==> config.mk <==
export PLATFORM = sky130hd
export DESIGN_NAME = guid_text_parser
export DESIGN_NICKNAME = d
export VERILOG_FILES = /design/src/design/gtp_pkg.sv /design/src/design/gtp_step.sv /design/src/design/guid_text_parser.sv
export SDC_FILE = /design/constraint.sdc
export NUM_CORES = 1
export LEC_CHECK = 0
export ABC_AREA = 1
export BUFFER_PORTS_ARGS = -buffer_cell sky130_fd_sc_hd__buf_2
export CAP_MARGIN = 30
export CORE_MARGIN = 2
export CORE_UTILIZATION = 45
export CTS_BUF_LIST = sky130_fd_sc_hd__clkbuf_8 sky130_fd_sc_hd__clkbuf_16
export DETAILED_ROUTE_END_ITERATION = 8
export PLACE_DENSITY = 0.68
export SLEW_MARGIN = 20
export SYNTH_ARGS = -nofsm -noshare
export SYNTH_HDL_FRONTEND = slang
export SYNTH_SLANG_ARGS = --single-unit
==> constraint.sdc <==
create_clock -name clk -period 13.2 [get_ports clk]
set_clock_uncertainty 0.05 [all_clocks]
set_input_delay 1.32 -clock clk [delete_from_list [all_inputs] [get_ports clk]]
set_output_delay 1.32 -clock clk [all_outputs]
set_load 0.1 [all_outputs]
==> src/design/gtp_pkg.sv <==
package gtp_pkg;

  typedef enum logic [1:0] {
    ST_BUSY = 2'd0,
    ST_DONE = 2'd1,
    ST_ERR  = 2'd2,
    ST_IDLE = 2'd3
  } status_t;

  typedef enum logic [2:0] {
    PH_START     = 3'd0,
    PH_SPACE     = 3'd1,
    PH_LEADMINUS = 3'd2,
    PH_SIGN      = 3'd3,
    PH_ZERO      = 3'd4,
    PH_ZEROX     = 3'd5,
    PH_DIGITS    = 3'd6
  } phase_t;

  typedef struct packed {
    logic [2:0]  field_idx;
    phase_t      phase;
    logic [63:0] magnitude;
    logic        overflowed;
    logic        negative;
    logic [63:0] leading;
    logic [63:0] trailing;
  } state_t;

  localparam logic [2:0] FIELD_FIRST  = 3'd0;
  localparam logic [2:0] FIELD_SECOND = 3'd1;
  localparam logic [2:0] FIELD_THIRD  = 3'd2;
  localparam logic [2:0] FIELD_FOURTH = 3'd3;
  localparam logic [2:0] FIELD_LAST   = 3'd4;
  localparam logic [2:0] FIELD_IDLE   = 3'd7;

  localparam logic [4:0] NO_DIGIT = 5'd16;

  localparam logic [15:0] CH_LBRACE  = 16'h007B;
  localparam logic [15:0] CH_RBRACE  = 16'h007D;
  localparam logic [15:0] CH_MINUS   = 16'h002D;
  localparam logic [15:0] CH_PLUS    = 16'h002B;
  localparam logic [15:0] CH_SPACE   = 16'h0020;
  localparam logic [15:0] CH_TAB     = 16'h0009;
  localparam logic [15:0] CH_CR      = 16'h000D;
  localparam logic [15:0] CH_LOWER_X = 16'h0078;
  localparam logic [15:0] CH_UPPER_X = 16'h0058;
  localparam logic [15:0] CH_DIGIT0  = 16'h0030;
  localparam logic [15:0] CH_DIGIT9  = 16'h0039;
  localparam logic [15:0] CH_LOWER_A = 16'h0061;
  localparam logic [15:0] CH_LOWER_F = 16'h0066;
  localparam logic [15:0] CH_UPPER_A = 16'h0041;
  localparam logic [15:0] CH_UPPER_F = 16'h0046;

  function automatic logic [4:0] hex_of(input logic [15:0] c);
    logic [4:0] d;
    d = NO_DIGIT;
    if (c >= CH_DIGIT0 && c <= CH_DIGIT9) begin
      d = 5'(c - CH_DIGIT0);
    end else if (c >= CH_LOWER_A && c <= CH_LOWER_F) begin
      d = 5'(c - CH_LOWER_A + 16'd10);
    end else if (c >= CH_UPPER_A && c <= CH_UPPER_F) begin
      d = 5'(c - CH_UPPER_A + 16'd10);
    end
    return d;
  endfunction

  function automatic logic is_space(input logic [15:0] c);
    return (c == CH_SPACE) || (c >= CH_TAB && c <= CH_CR);
  endfunction

endpackage

==> src/design/gtp_step.sv <==
module gtp_step (
  input  gtp_pkg::state_t  state_i,
  input  logic             start_i,
  input  logic [15:0]      char_i,
  output gtp_pkg::state_t  state_nxt,
  output gtp_pkg::status_t status_nxt,
  output logic [63:0]      guid_high_nxt,
  output logic [63:0]      guid_low_nxt
);
  import gtp_pkg::*;

  function automatic state_t clear_field(input state_t s);
    state_t r;
    r = s;
    r.phase      = PH_START;
    r.magnitude  = '0;
    r.overflowed = 1'b0;
    r.negative   = 1'b0;
    return r;
  endfunction

  state_t      s;
  status_t     st;
  logic [4:0]  dig;
  logic        nd;
  logic        sp;
  logic        lim32;
  logic        first;
  logic        do_acc;
  logic        do_close;
  logic        do_fail;
  logic [63:0] v;
  logic [15:0] sep;

  assign dig = hex_of(char_i);
  assign nd  = dig[4];
  assign sp  = is_space(char_i);

  always_comb begin
    s        = state_i;
    st       = ST_BUSY;
    first    = 1'b0;
    do_acc   = 1'b0;
    do_close = 1'b0;
    do_fail  = 1'b0;
    v        = '0;
    lim32    = 1'b0;
    sep      = CH_MINUS;

    if (start_i) begin
      s.leading  = '0;
      s.trailing = '0;
      s = clear_field(s);
      if (char_i == CH_LBRACE) begin
        s.field_idx = FIELD_FIRST;
      end else begin
        do_fail = 1'b1;
      end
    end else if (s.field_idx > FIELD_LAST) begin
      s.field_idx = FIELD_IDLE;
      st = ST_IDLE;
    end else begin
      // a lone '-' was the separator of an empty field: close it as zero
      if (s.phase == PH_LEADMINUS && nd) begin
        if (s.field_idx == FIELD_LAST) begin
          do_fail = 1'b1;
        end else begin
          if (s.field_idx == FIELD_FIRST) s.leading = '0;
          if (s.field_idx == FIELD_FOURTH) s.trailing = '0;
          s.field_idx = s.field_idx + 3'd1;
          s = clear_field(s);
        end
      end
      if (!do_fail) begin
        case (s.phase)
          PH_START: begin
            if (sp) begin
              s.phase = PH_SPACE;
            end else if (char_i == CH_MINUS) begin
              s.negative = 1'b1;
              s.phase = PH_LEADMINUS;
            end else if (char_i == CH_PLUS) begin
              s.phase = PH_SIGN;
            end else begin
              first = 1'b1;
            end
          end
          PH_SPACE: begin
            if (sp) begin
              s.phase = PH_SPACE;
            end else if (char_i == CH_MINUS) begin
              s.negative = 1'b1;
              s.phase = PH_SIGN;
            end else if (char_i == CH_PLUS) begin
              s.phase = PH_SIGN;
            end else if (nd) begin
              do_fail = 1'b1;
            end else begin
              first = 1'b1;
            end
          end
          PH_LEADMINUS: first = 1'b1;
          PH_SIGN: begin
            if (nd) do_fail = 1'b1;
            else first = 1'b1;
          end
          PH_ZERO: begin
            if (char_i == CH_LOWER_X || char_i == CH_UPPER_X) begin
              s.phase = PH_ZEROX;
            end else if (nd) begin
              do_close = 1'b1;
            end else begin
              do_acc = 1'b1;
              s.phase = PH_DIGITS;
            end
          end
          PH_ZEROX: begin
            if (nd) begin
              do_fail = 1'b1;
            end else begin
              do_acc = 1'b1;
              s.phase = PH_DIGITS;
            end
          end
          PH_DIGITS: begin
            if (nd) do_close = 1'b1;
            else do_acc = 1'b1;
          end
          default: do_fail = 1'b1;
        endcase
        if (first) begin
          if (nd) begin
            do_close = 1'b1;
          end else if (dig == 5'd0) begin
            s.phase = PH_ZERO;
          end else begin
            do_acc = 1'b1;
            s.phase = PH_DIGITS;
          end
        end
      end
    end

    lim32 = (s.field_idx != FIELD_LAST);

    if (do_acc && !s.overflowed) begin
      if (lim32 ? (|s.magnitude[63:28]) : (|s.magnitude[63:60])) begin
        s.overflowed = 1'b1;
      end else begin
        s.magnitude = {s.magnitude[59:0], dig[3:0]};
      end
    end

    if (do_close) begin
      v = s.negative ? (64'd0 - s.magnitude) : s.magnitude;
      if (lim32) v[63:32] = '0;
      sep = lim32 ? CH_MINUS : CH_RBRACE;
      if (s.overflowed) begin
        do_fail = 1'b1;
      end else if (s.field_idx >= FIELD_SECOND && s.field_idx <= FIELD_FOURTH
                   && (|v[63:16])) begin
        do_fail = 1'b1;
      end else if (s.field_idx == FIELD_LAST && (|v[63:48])) begin
        do_fail = 1'b1;
      end else if (char_i != sep) begin
        do_fail = 1'b1;
      end else begin
        case (s.field_idx)
          FIELD_FIRST:  s.leading  = {v[31:0], 32'd0};
          FIELD_SECOND: s.leading  = s.leading | {32'd0, v[15:0], 16'd0};
          FIELD_THIRD:  s.leading  = s.leading | {48'd0, v[15:0]};
          FIELD_FOURTH: s.trailing = {v[15:0], 48'd0};
          default:      s.trailing = s.trailing | v;
        endcase
        if (s.field_idx == FIELD_LAST) begin
          st = ST_DONE;
          s.field_idx = FIELD_IDLE;
        end else begin
          s.field_idx = s.field_idx + 3'd1;
        end
        s = clear_field(s);
      end
    end

    if (do_fail) begin
      s.field_idx = FIELD_IDLE;
      s = clear_field(s);
      st = ST_ERR;
    end
  end

  assign state_nxt     = s;
  assign status_nxt    = st;
  assign guid_high_nxt = (st == ST_DONE) ? s.leading : 64'd0;
  assign guid_low_nxt  = (st == ST_DONE) ? s.trailing : 64'd0;

endmodule

==> src/design/guid_text_parser.sv <==
// A character beat accepted at the input goes through the input register, then through the
// parse logic into the result register, which then holds its status beat.
// Throughput: one character per cycle while out_ready does not stall the result register.
// While a status beat waits on out_ready, the input register can still take one more beat.
// Reset (rst_n low, synchronous): both stages empty, parser idle with cleared fields.
module guid_text_parser (
  input  logic        clk,
  input  logic        rst_n,
  input  logic        in_valid,
  output logic        in_ready,
  input  logic        in_start_req,
  input  logic [15:0] in_char_code,
  output logic        out_valid,
  input  logic        out_ready,
  output logic [1:0]  out_status,
  output logic [63:0] out_guid_high,
  output logic [63:0] out_guid_low
);
  import gtp_pkg::*;

  logic        s1_valid_r;
  logic        s1_start_r;
  logic [15:0] s1_char_r;
  state_t      state_r;
  state_t      state_nxt;
  status_t     status_nxt;
  logic [63:0] guid_high_nxt;
  logic [63:0] guid_low_nxt;
  logic        out_valid_r;
  status_t     out_status_r;
  logic [63:0] out_guid_high_r;
  logic [63:0] out_guid_low_r;
  logic        s1_adv;

  assign s1_adv   = s1_valid_r && (!out_valid_r || out_ready);
  assign in_ready = !s1_valid_r || s1_adv;

  gtp_step u_step (
    .state_i       (state_r),
    .start_i       (s1_start_r),
    .char_i        (s1_char_r),
    .state_nxt     (state_nxt),
    .status_nxt    (status_nxt),
    .guid_high_nxt (guid_high_nxt),
    .guid_low_nxt  (guid_low_nxt)
  );

  always_ff @(posedge clk) begin
    if (!rst_n) begin
      s1_valid_r <= 1'b0;
    end else if (in_valid && in_ready) begin
      s1_valid_r <= 1'b1;
    end else if (s1_adv) begin
      s1_valid_r <= 1'b0;
    end
  end

  always_ff @(posedge clk) begin
    if (in_valid && in_ready) begin
      s1_start_r <= in_start_req;
      s1_char_r  <= in_char_code;
    end
  end

  // advance parser state only when the beat moves into the result register
  always_ff @(posedge clk) begin
    if (!rst_n) begin
      state_r.field_idx  <= FIELD_IDLE;
      state_r.phase      <= PH_START;
      state_r.magnitude  <= '0;
      state_r.overflowed <= 1'b0;
      state_r.negative   <= 1'b0;
      state_r.leading    <= '0;
      state_r.trailing   <= '0;
    end else if (s1_adv) begin
      state_r <= state_nxt;
    end
  end

  always_ff @(posedge clk) begin
    if (!rst_n) begin
      out_valid_r <= 1'b0;
    end else if (s1_adv) begin
      out_valid_r <= 1'b1;
    end else if (out_ready) begin
      out_valid_r <= 1'b0;
    end
  end

  always_ff @(posedge clk) begin
    if (s1_adv) begin
      out_status_r    <= status_nxt;
      out_guid_high_r <= guid_high_nxt;
      out_guid_low_r  <= guid_low_nxt;
    end
  end

  assign out_valid     = out_valid_r;
  assign out_status    = out_status_r;
  assign out_guid_high = out_guid_high_r;
  assign out_guid_low  = out_guid_low_r;

  a_guid_zero_unless_done: assert property (@(posedge clk) disable iff (!rst_n)
    (out_valid_r && out_status_r != ST_DONE) |-> (out_guid_high_r == 64'd0 &&
                                                  out_guid_low_r == 64'd0))
    else $error("guid nonzero on a beat that is not done");

  a_field_idx_legal: assert property (@(posedge clk) disable iff (!rst_n)
    (state_r.field_idx <= FIELD_LAST || state_r.field_idx == FIELD_IDLE))
    else $error("field index outside parse range");

  a_state_holds: assert property (@(posedge clk) disable iff (!rst_n)
    (rst_n && !s1_adv) |=> $stable(state_r))
    else $error("parser state changed without a beat");

  a_err_goes_idle: assert property (@(posedge clk) disable iff (!rst_n)
    (s1_adv && status_nxt == ST_ERR) |=> (state_r.field_idx == FIELD_IDLE))
    else $error("parser not idle after error");

  a_done_goes_idle: assert property (@(posedge clk) disable iff (!rst_n)
    (s1_adv && status_nxt == ST_DONE) |=> (state_r.field_idx == FIELD_IDLE &&
                                           out_status_r == ST_DONE))
    else $error("parser not idle after done");

endmodule

# After elaboration in Yosys (flattened, before gate mapping)
# Index checks and enable logic that the tools add are counted.
[totals]
ff_bits = 349
in_bits = 21
[op_classes]
addsub = 8
magnitude_cmp = 11
n_eq_ne = 22
n_mux = 103
bitwise_logic = 3
reduce_logical = 33
[op_table]
columns = ["cell", "n"]
rows = [
  ["2-to-1 mux 200 bit", 11],
  ["2-to-1 mux 64 bit", 4],
  ["2-to-1 mux 197 bit", 1],
  ["one-hot mux 64 bit (3 select lines)", 1],
  ["one-hot mux 64 bit (2 select lines)", 1],
  ["2-to-1 mux 65 bit", 1],
  ["2-to-1 mux 32 bit", 2],
  ["bitwise OR 64 x 16 -> 64 bit", 1],
  ["bitwise OR 64 x 32 -> 64 bit", 1],
  ["bitwise OR 64 bit", 1],
  ["subtractor 1 x 64 -> 64 bit, first input constant", 1],
  ["2-to-1 mux 1 bit", 50],
  ["== test 16 x 6 -> 1 bit, second input constant", 3],
  ["== test 16 x 7 -> 1 bit, second input constant", 3],
  ["OR reduction 48 bit", 1],
  ["2-to-1 mux 3 bit", 13],
  ["OR reduction 36 bit", 1],
  ["greater-or-equal comparator 16 x 7 -> 1 bit, second input constant", 2],
  ["<= comparator 16 x 7 -> 1 bit, second input constant", 2],
  ["2-to-1 mux 2 bit", 10],
  ["== test 3 x 2 -> 1 bit, second input constant", 6],
  ["greater-or-equal comparator 16 x 4 -> 1 bit, second input constant", 1],
  ["greater-or-equal comparator 16 x 6 -> 1 bit, second input constant", 1],
  ["<= comparator 16 x 4 -> 1 bit, second input constant", 1],
  ["other kinds (29)", 61],
]

# Depth between registers and ports, before layout
# Gate-level depths: netlist of run 1.
[depth]
word_depth = 34
mapped_depth = 47

# By module
# Synthesis of run 1 repeated with hierarchy kept, for this count alone.
[hier_totals]
hier_cells = 4078
hier_area_um2 = 25164.1
[modules_own_cells]
columns = ["module", "instances", "cells_per_inst", "area_each_um2", "seq_area_each_um2"]
rows = [
  ["guid_text_parser", 1, 1464, 13341.5, 8458.1],
  ["gtp_step", 1, 2614, 11822.6, 0.0],
]

# Least setup slack after synthesis of run 1
# Ideal clock, no wire load.
[synth_path]
path_type = "input to register"
from = "input port out_ready"
to = "register out_guid_high_r[0], in the netlist out_guid_high[0], enable pin"
arrival_ps = 5568
required_ps = 12605
path_slack_ps = 7037
stages = 6
path_buffers = 2
cell_sequence = "inv_1 -> nand2_1 -> nand2_1 -> inv_1 -> clkbuf_1 -> clkbuf_1"
[synth_via]
elab_chain_len = 2
[synth_rtl]
columns = ["item", "line_no", "source"]
rows = [
  ["start, declared", "guid_text_parser.sv:14", "input logic out_ready,"],
  ["logical OR 1 bit", "guid_text_parser.sv:35", "assign s1_adv = s1_valid_r && (!out_valid_r || out_ready);"],
  ["logical AND 1 bit", "guid_text_parser.sv:35", ""],
  ["net s1_adv", "guid_text_parser.sv:33", "logic s1_adv;"],
  ["end signal, assigned", "guid_text_parser.sv:93", "out_guid_high_r <= guid_high_nxt;"],
  ["end, declared", "guid_text_parser.sv:31", "logic [63:0] out_guid_high_r;"],
]
# The timed path passes the listed nets, and every way through them passes these cells.
# A chain may end at the register's enable or synchronous reset.

# Worst setup path in the final report of run 1
[layout_path]
from = "register s1_char_r[0]"
to = "register out_guid_low_r[40], in the netlist out_guid_low[40], data pin"
[layout_via]
elab_chain_len = 32
word_cells_on_any_way = 139
[layout_rtl]
columns = ["item", "line_no", "source"]
rows = [
  ["start, declared", "guid_text_parser.sv:23", "logic [15:0] s1_char_r;"],
  ["start signal, assigned", "guid_text_parser.sv:61", "s1_char_r <= in_char_code;"],
  ["subtractor 5 x 1 -> 5 bit, or another cell as far along", "gtp_pkg.sv:61, gtp_pkg.sv:63", ""],
  ["adder 5 x 4 -> 5 bit / logical AND 1 bit (equally long branches)", "gtp_pkg.sv:61, gtp_pkg.sv:63, gtp_pkg.sv:62", ""],
  ["2-to-1 mux 5 bit", "gtp_pkg.sv:62", "end else if (c >= CH_UPPER_A && c <= CH_UPPER_F) begin"],
  ["2-to-1 mux 5 bit", "gtp_pkg.sv:60", "end else if (c >= CH_LOWER_A && c <= CH_LOWER_F) begin"],
  ["2-to-1 mux 5 bit", "gtp_pkg.sv:58", "if (c >= CH_DIGIT0 && c <= CH_DIGIT9) begin"],
  ["logical AND 1 bit", "gtp_step.sv:64", "if (s.phase == PH_LEADMINUS && nd) begin"],
  ["2-to-1 mux 200 bit", "gtp_step.sv:64", ""],
  ["2-to-1 mux 200 bit", "gtp_step.sv:59", "end else if (s.field_idx > FIELD_LAST) begin"],
  ["(+16 left out)", "--", ""],
  ["OR reduction 16 bit / bitwise OR 64 bit (equally long branches)", "gtp_step.sv:163, gtp_step.sv:173", ""],
  ["logical AND 1 bit / one-hot mux 64 bit (2 select lines) (equally long branches)", "gtp_step.sv:163, gtp_step.sv:168", ""],
  ["2-to-1 mux 2 bit, or another cell as far along", "gtp_step.sv:163", "end else if (s.field_idx == FIELD_LAST && (|v[63:48])) begin"],
  ["2-to-1 mux 2 bit, or another cell as far along", "gtp_step.sv:160", "end else if (s.field_idx >= FIELD_SECOND && s.field_idx <= FIELD_FOURTH"],
  ["2-to-1 mux 2 bit, or another cell as far along", "gtp_step.sv:158", "if (s.overflowed) begin"],
  ["2-to-1 mux 2 bit, or another cell as far along", "gtp_step.sv:154", "if (do_close) begin"],
  ["2-to-1 mux 2 bit / 2-to-1 mux 200 bit (equally long branches)", "gtp_step.sv:185, gtp_step.sv:154", ""],
  ["== test 2 x 1 -> 1 bit / 2-to-1 mux 200 bit (equally long branches)", "gtp_step.sv:195, gtp_step.sv:185", ""],
  ["end signal, assigned", "guid_text_parser.sv:94", "out_guid_low_r <= guid_low_nxt;"],
  ["end, declared", "guid_text_parser.sv:32", "logic [63:0] out_guid_low_r;"],
]
# Several ways; a longest one is shown, not always the timed one. The select of a mux whose other input is x is not followed.

==> impl_metrics.json, run 1 <==
{
  "crit_type": "register to register",
  "num_io_pins": 153,
  "drive_gt1_share_pct": 9.31,
  "cts_root_buf": "clkbuf_16",
  "worstMarginPinSlew_ns": 0.948,
  "cp_slowest_cell": "nand4_4",
  "drc": 0,
  "muxShareOfSynthArea_pct": 0,
  "seqPwrFrac_pct": 43.7,
  "clk_pin_slew_ns": 0.06,
  "critical_path_required_ns": 13.44,
  "p_leak_nw": 12.1,
  "p_sw_share_pct": 27.8,
  "cts-resized-gates": 0,
  "setup_tns_ns": 0,
  "cts_tree": "yes",
  "min_path_type": "register to register",
  "cp_common_cell": "nand2_1",
  "clkPwrFrac_pct": 45.3,
  "cts_buffer_depth": 3,
  "hold_violations": 0,
  "grt_pass1_vias": 20800,
  "combPwrFrac_pct": 11.0,
  "rsz0062_at_grt": "false",
  "p_int_mw": 1.95,
  "min_period_ns": 8.73,
  "yosys_warnings": 0,
  "synth_compound_area_share_pct": 13.7,
  "worst-path-max-fanout": 81,
  "critPathLaunchType": "register",
  "drt.antenna.violating_nets": 0,
  "worst-path-buf-inv": 3,
  "globalRouteTotalUtil_pct": 27.7,
  "clk_latency_ns": 0.60,
  "die_w_um": 229,
  "synth_area_per_cell_um2": 6.44,
  "num_vias": 23700,
  "ir_worst_vdd_uv": 89.5,
  "max_slew_margin_pct": 36.6,
  "grt_first_pass_wirelength_um": 118000,
  "dieArea_um2": 52500,
  "period_share_pct": 66.1,
  "synth_cell_type_count": 51,
  "antenna_found_initial": 0,
  "core_area_um2": 50100,
  "wl_per_cell_um": 17.6,
  "ys_top_cells_by_area": "edfxtp_1, dfxtp_1, nand2_1",
  "setup_violations": 0,
  "dr.pass1.iters": 8,
  "cpPeakStageDelay_ns": 0.73,
  "post-dp-hpwl_um": 50600,
  "synth_top_area_share_pct": 19.4,
  "syn2layout_area_growth_pct": 10.8,
  "nets": 3586,
  "ctsHoldBuffers": 0,
  "outcome": "finished clean",
  "gp_congestion": 1.01,
  "synth_top_cell_by_area": "edfxtp_1",
  "start_util_pct": 45.5,
  "crit_cells": 37,
  "slew_viol_final": 0,
  "avgViaCountPerCell": 5.57,
  "ys_ff_latch": 349,
  "overflow": 0,
  "holdPathStages": 2,
  "endpoint_kind": "register",
  "htreeDepth": 2,
  "synth-xor-area-share_pct": 0.269,
  "r2r_cells": 37,
  "synth_fa_ha_area_share_pct": 0.604,
  "rows": 82,
  "syn_nets": 3572,
  "antenna_cells": 0,
  "syn_area_um2": 22800,
  "synthSimpleGateAreaFrac_pct": 36.6,
  "ys_seq_area_share_pct": 37.1,
  "critical_path.top_delay_family": "simple AND/OR/NAND/NOR gates",
  "synth_cells": 3540,
  "grt_start_max_net_pins": 103,
  "cts_sinks": 349,
  "numPortBuffers": 152,
  "cap_violations": 0,
  "die_h_um": 229,
  "cp_data_arrival_time_ns": 8.97,
  "drt_wl_total_um": 74900,
  "max_freq_ghz": 0.115,
  "cts_setup_buffers": 0,
  "synth_top_family_by_area": "simple AND/OR/NAND/NOR gates",
  "drtIter0Drc": 2898,
  "p_per_area_nw_per_um2": 107,
  "fin_util_pct": 50.5,
  "switching_power_mw": 0.753,
  "cts-buffers-inserted": 42,
  "fillers": 5163
}
[cells by family (layout without fill, tap and decap cells)]
kind of cell / Yosys count / count (layout)
fa+ha+maj: 11 / 11
xor+xnor: 7 / 7
simple gates: 1929 / 1929
compound gates: 584 / 584
buf+inv: 660 / 708
flops: 349 / 349
[synth_stat cells, drive strengths merged]
cell type	n
buf	78
o221ai	3
o41ai	8
o21bai	2
o21ai	180
clkinv	12
and2	3
nor3	13
clkbuf	144
ha	11
o22ai	38
dfxtp	202
nand3	300
o311ai	3
nor2	369
nand3b	8
xor2	7
edfxtp	147
a41o	1
a2111oi	1
o211ai	4
nand4	169
o31ai	5
or2	4
a21oi	331
a22oi	1
nand2	1059
and3	2
a31oi	6
nor4	2
inv	426
a211oi	1
[stage by stage]
stage	total power, mW	cell area, um2	setup WS, ns	hold slack, ns	std cells
5_1_grt	2.79	25300	3.73	0.426	4260
3_5_place_dp	1.50	23700	4.62	0.405	4179
4_1_cts	2.71	25200	4.61	0.414	4257
2_1_floorplan	1.44	22800	7.04	0.395	3540
3_3_place_gp	1.49	23700	4.79	0.404	4178
6_report	2.70	25300	4.47	0.413	4260
[per-layer routing]
| layer | up-vias | routed length (um) | GRT usage (%) |
|---|---|---|---|
| met3 | 138 | 6750 | 4.22 |
| met5 | - | 0 | 0 |
| met1 | 10800 | 33400 | 40.7 |
| met2 | 1147 | 32400 | 41.3 |
| li1 | 11600 | - | - |
| met4 | 0 | 2350 | 9.44 |
[area by class of cell]
class                   instances  area (um2)  area share [%]
clock buffers                  47        1130            4.48
flip-flops and latches        349        8460            33.5
inverters                     438        1660            6.56
well taps                     672         841            3.33
multi-input cells            2531       11700            46.4
clock inverters                31         340            1.35
repair buffers                192        1110            4.41
[state kept, by name, indices dropped and copies added (netlist names)]
signal / count
out_guid_high: 64
s1_valid_r: 1
out_valid: 1
state_r: 200
out_guid_low: 64
out_status: 2
s1_start_r: 1
s1_char_r: 16
[worst reg2reg max path: cells and delay by family, from the launching register on]
kind | cells | cell delay (ns)
AO/OA/AOI/OAI | 3 | 0.82
buffers and inverters | 3 | 1.51
flip-flops | 1 | 0.46
adder cells (fa/ha/maj) | 2 | 0.48
AND/OR/NAND/NOR | 28 | 4.98
XOR/XNOR | 1 | 0.17
[placed cells by master (no fill, tap or decap), types with 8 or more instances in the layout]
master | Yosys | final
nand2_1 | 1041 | 1040
inv_1 | 418 | 422
nor2_1 | 356 | 354
a21oi_1 | 330 | 329
nand3_1 | 294 | 294
dfxtp_1 | 202 | 202
nand4_1 | 167 | 167
buf_2 | 45 | 152
edfxtp_1 | 147 | 147
o21ai_0 | 128 | 128
o21ai_1 | 45 | 45
clkbuf_16 | 0 | 43
o22ai_1 | 38 | 38
buf_4 | 11 | 37
nand2_2 | 12 | 12
clkinv_1 | 10 | 12
ha_1 | 11 | 11
nor2_2 | 8 | 10
nor3_1 | 12 | 10
clkinv_2 | 2 | 10
inv_2 | 8 | 8
o41ai_1 | 8 | 8
nand3b_1 | 8 | 8
[power by group through the flow]
stage	logic [mW]	registers [mW]	clock network, mW
final	0.298	1.18	1.22
after global routing	0.325	1.18	1.28
after floorplan	0.162	1.27	0
after CTS	0.292	1.18	1.24
after global placement	0.289	1.20	0
after detailed placement	0.291	1.20	0
[final timing paths]
path                start          endpoint  slack, ns
max          s1_char_r[0]  out_guid_low[40]       4.47
min reg2reg  state_r[171]      state_r[171]       0.41
max reg2reg  s1_char_r[0]  out_guid_low[40]       4.47
min          state_r[171]      state_r[171]       0.41
No activity file was read; power rests on OpenSTA's default activity.
==> run 2: changes to the inputs <==
PLACE_DENSITY = 0.71   (was 0.68)
clock period = 7.05 ns   (was 13.2 ns; I/O delays follow)
==> impl_metrics.json, run 2 (same netlist as run 1, synthesis figures left out) <==
{
  "instances_no_fill": 4296,
  "dr.pass1.iters": 7,
  "nets": 3625,
  "cp_slowest_cell": "edfxtp_1",
  "critical_path.top_delay_family": "simple AND/OR/NAND/NOR gates",
  "htreeDepth": 2,
  "largest_register_ffs": 200,
  "outcome": "finished clean",
  "cts-buffers-inserted": 41,
  "cp_data_arrival_time_ns": 6.91,
  "overflow": 0,
  "place_inst": 4218,
  "r2r_cells": 40,
  "drt_wl_total_um": 76800,
  "crit_type": "register to register",
  "min_path_type": "primary input to register",
  "finalPower_mw": 4.96,
  "antenna_found_initial": 0,
  "cts_buffer_depth": 3,
  "start_util_pct": 45.5,
  "regArea_um2": 8460,
  "drc": 0,
  "globalRouteTotalUtil_pct": 28.4,
  "max_freq_ghz": 0.152,
  "holdPathStages": 1,
  "drt.antenna.violating_nets": 0,
  "cpPeakStageDelay_ns": 0.45,
  "layout_common_cells": "nand2_1, inv_1, nor2_1",
  "crit_cells": 40,
  "core_area_um2": 50100,
  "critPathLaunchType": "register",
  "cts_root_buf": "clkbuf_16",
  "drive_gt1_share_pct": 10.6,
  "numPortBuffers": 152,
  "dp_slack_ns": 0.317,
  "die_w_um": 229,
  "antenna_cells": 0,
  "clk_latency_ns": 0.59,
  "p_per_area_nw_per_um2": 192,
  "worst-path-buf-inv": 7,
  "setup_violations": 0,
  "period_share_pct": 93.4,
  "drtIter0Drc": 3580,
  "fillers": 5062,
  "multi_input_area_um2": 11800,
  "worstMarginPinSlew_ns": 1.07,
  "critical_path_required_ns": 7.38,
  "clk_pin_slew_ns": 0.06,
  "cts_tree": "yes",
  "cp_common_cell": "nand2_4",
  "grt_start_max_net_pins": 219,
  "wl_per_cell_um": 17.9,
  "setup_ws_ns": 0.468,
  "cap_violations": 0,
  "grt_pass1_vias": 21300,
  "regMostFlops": "state_r",
  "num_vias": 24300,
  "max_slew_margin_pct": 28.8,
  "min_period_ns": 6.58,
  "avgViaCountPerCell": 5.66,
  "hold_violations": 0,
  "slew_viol_final": 0,
  "final_common_cell": "nand2_1",
  "gp_congestion": 1.05,
  "die_h_um": 229,
  "post-dp-hpwl_um": 53400,
  "cts_sinks": 349,
  "dieArea_um2": 52500,
  "rows": 82,
  "syn2layout_area_growth_pct": 13.0,
  "p_leak_nw": 12.3,
  "ctsHoldBuffers": 0,
  "endpoint_kind": "register",
  "worst-path-max-fanout": 77,
  "num_io_pins": 153,
  "grt_first_pass_wirelength_um": 120000,
  "ir_worst_vdd_uv": 174
}
## run 2: changes by cell type in the layout (fill, tap and decap cells not counted), sizes merged
cell      change
clkinv        -8
buf          +39
inv           +5
clkbuf        -3
clkinvlp      +3
## run 2: through the flow
| stage | TNS [ns] | hold WS, ns | cell area (um2) | utilization, % |
|---|---|---|---|---|
| 6_report | 0 | 0.247 | 25800 | 51.4 |
| 5_1_grt | -0.00488 | 0.226 | 25800 | 51.4 |
| 4_1_cts | 0 | 0.220 | 25600 | 51.2 |
| 3_5_place_dp | 0 | 0.407 | 24300 | 48.4 |
| 3_3_place_gp | 0 | 0.403 | 24200 | 48.4 |
| 2_1_floorplan | 0 | 0.395 | 22800 | - |
## run 2: report_power, final
group	internal [mW]	switching, mW	leakage (nW)
sequential	2.18	0.0303	3.17
clock	1.29	0.899	0.687
combinational	0.122	0.438	8.48
total	3.59	1.37	12.3
## run 2: final timing paths
kind / start / to / slack, ns
setup reg to reg: s1_char_r[0] / out_guid_low[43] / 0.47
setup / recovery: s1_char_r[0] / out_guid_low[43] / 0.47
hold / removal: in_char_code[12] / s1_char_r[12] / 0.25
hold reg to reg: state_r[179] / state_r[179] / 0.41
## run 2: repair_timing
| action | CTS | global route |
|---|---|---|
| hold endpoints to repair | 0 | 0 |
| setup endpoints to repair | 0 | 258 |
| setup buffers | 0 | 3 |
| gates resized for setup | 0 | 21 |
## run 2: final cells by class
cell class,instances,area share (%)
multi-input cells,2531,45.8
inverters,438,6.43
well taps,672,3.26
flip-flops and latches,349,32.8
clock buffers,43,4.13
clock inverters,31,1.21
repair buffers,232,6.30
## run 2: layer usage
| layer | share of wire [%] | routed length, um | global-route usage [%] | vias up |
|---|---|---|---|---|
| met2 | 43 | 32800 | 42.1 | 1328 |
| met1 | 43 | 33200 | 41.5 | 11100 |
| met5 | 0 | 0 | 0 | - |
| met3 | 10 | 7890 | 4.56 | 174 |
| met4 | 3.7 | 2860 | 10.1 | 0 |
| li1 | - | - | - | 11700 |
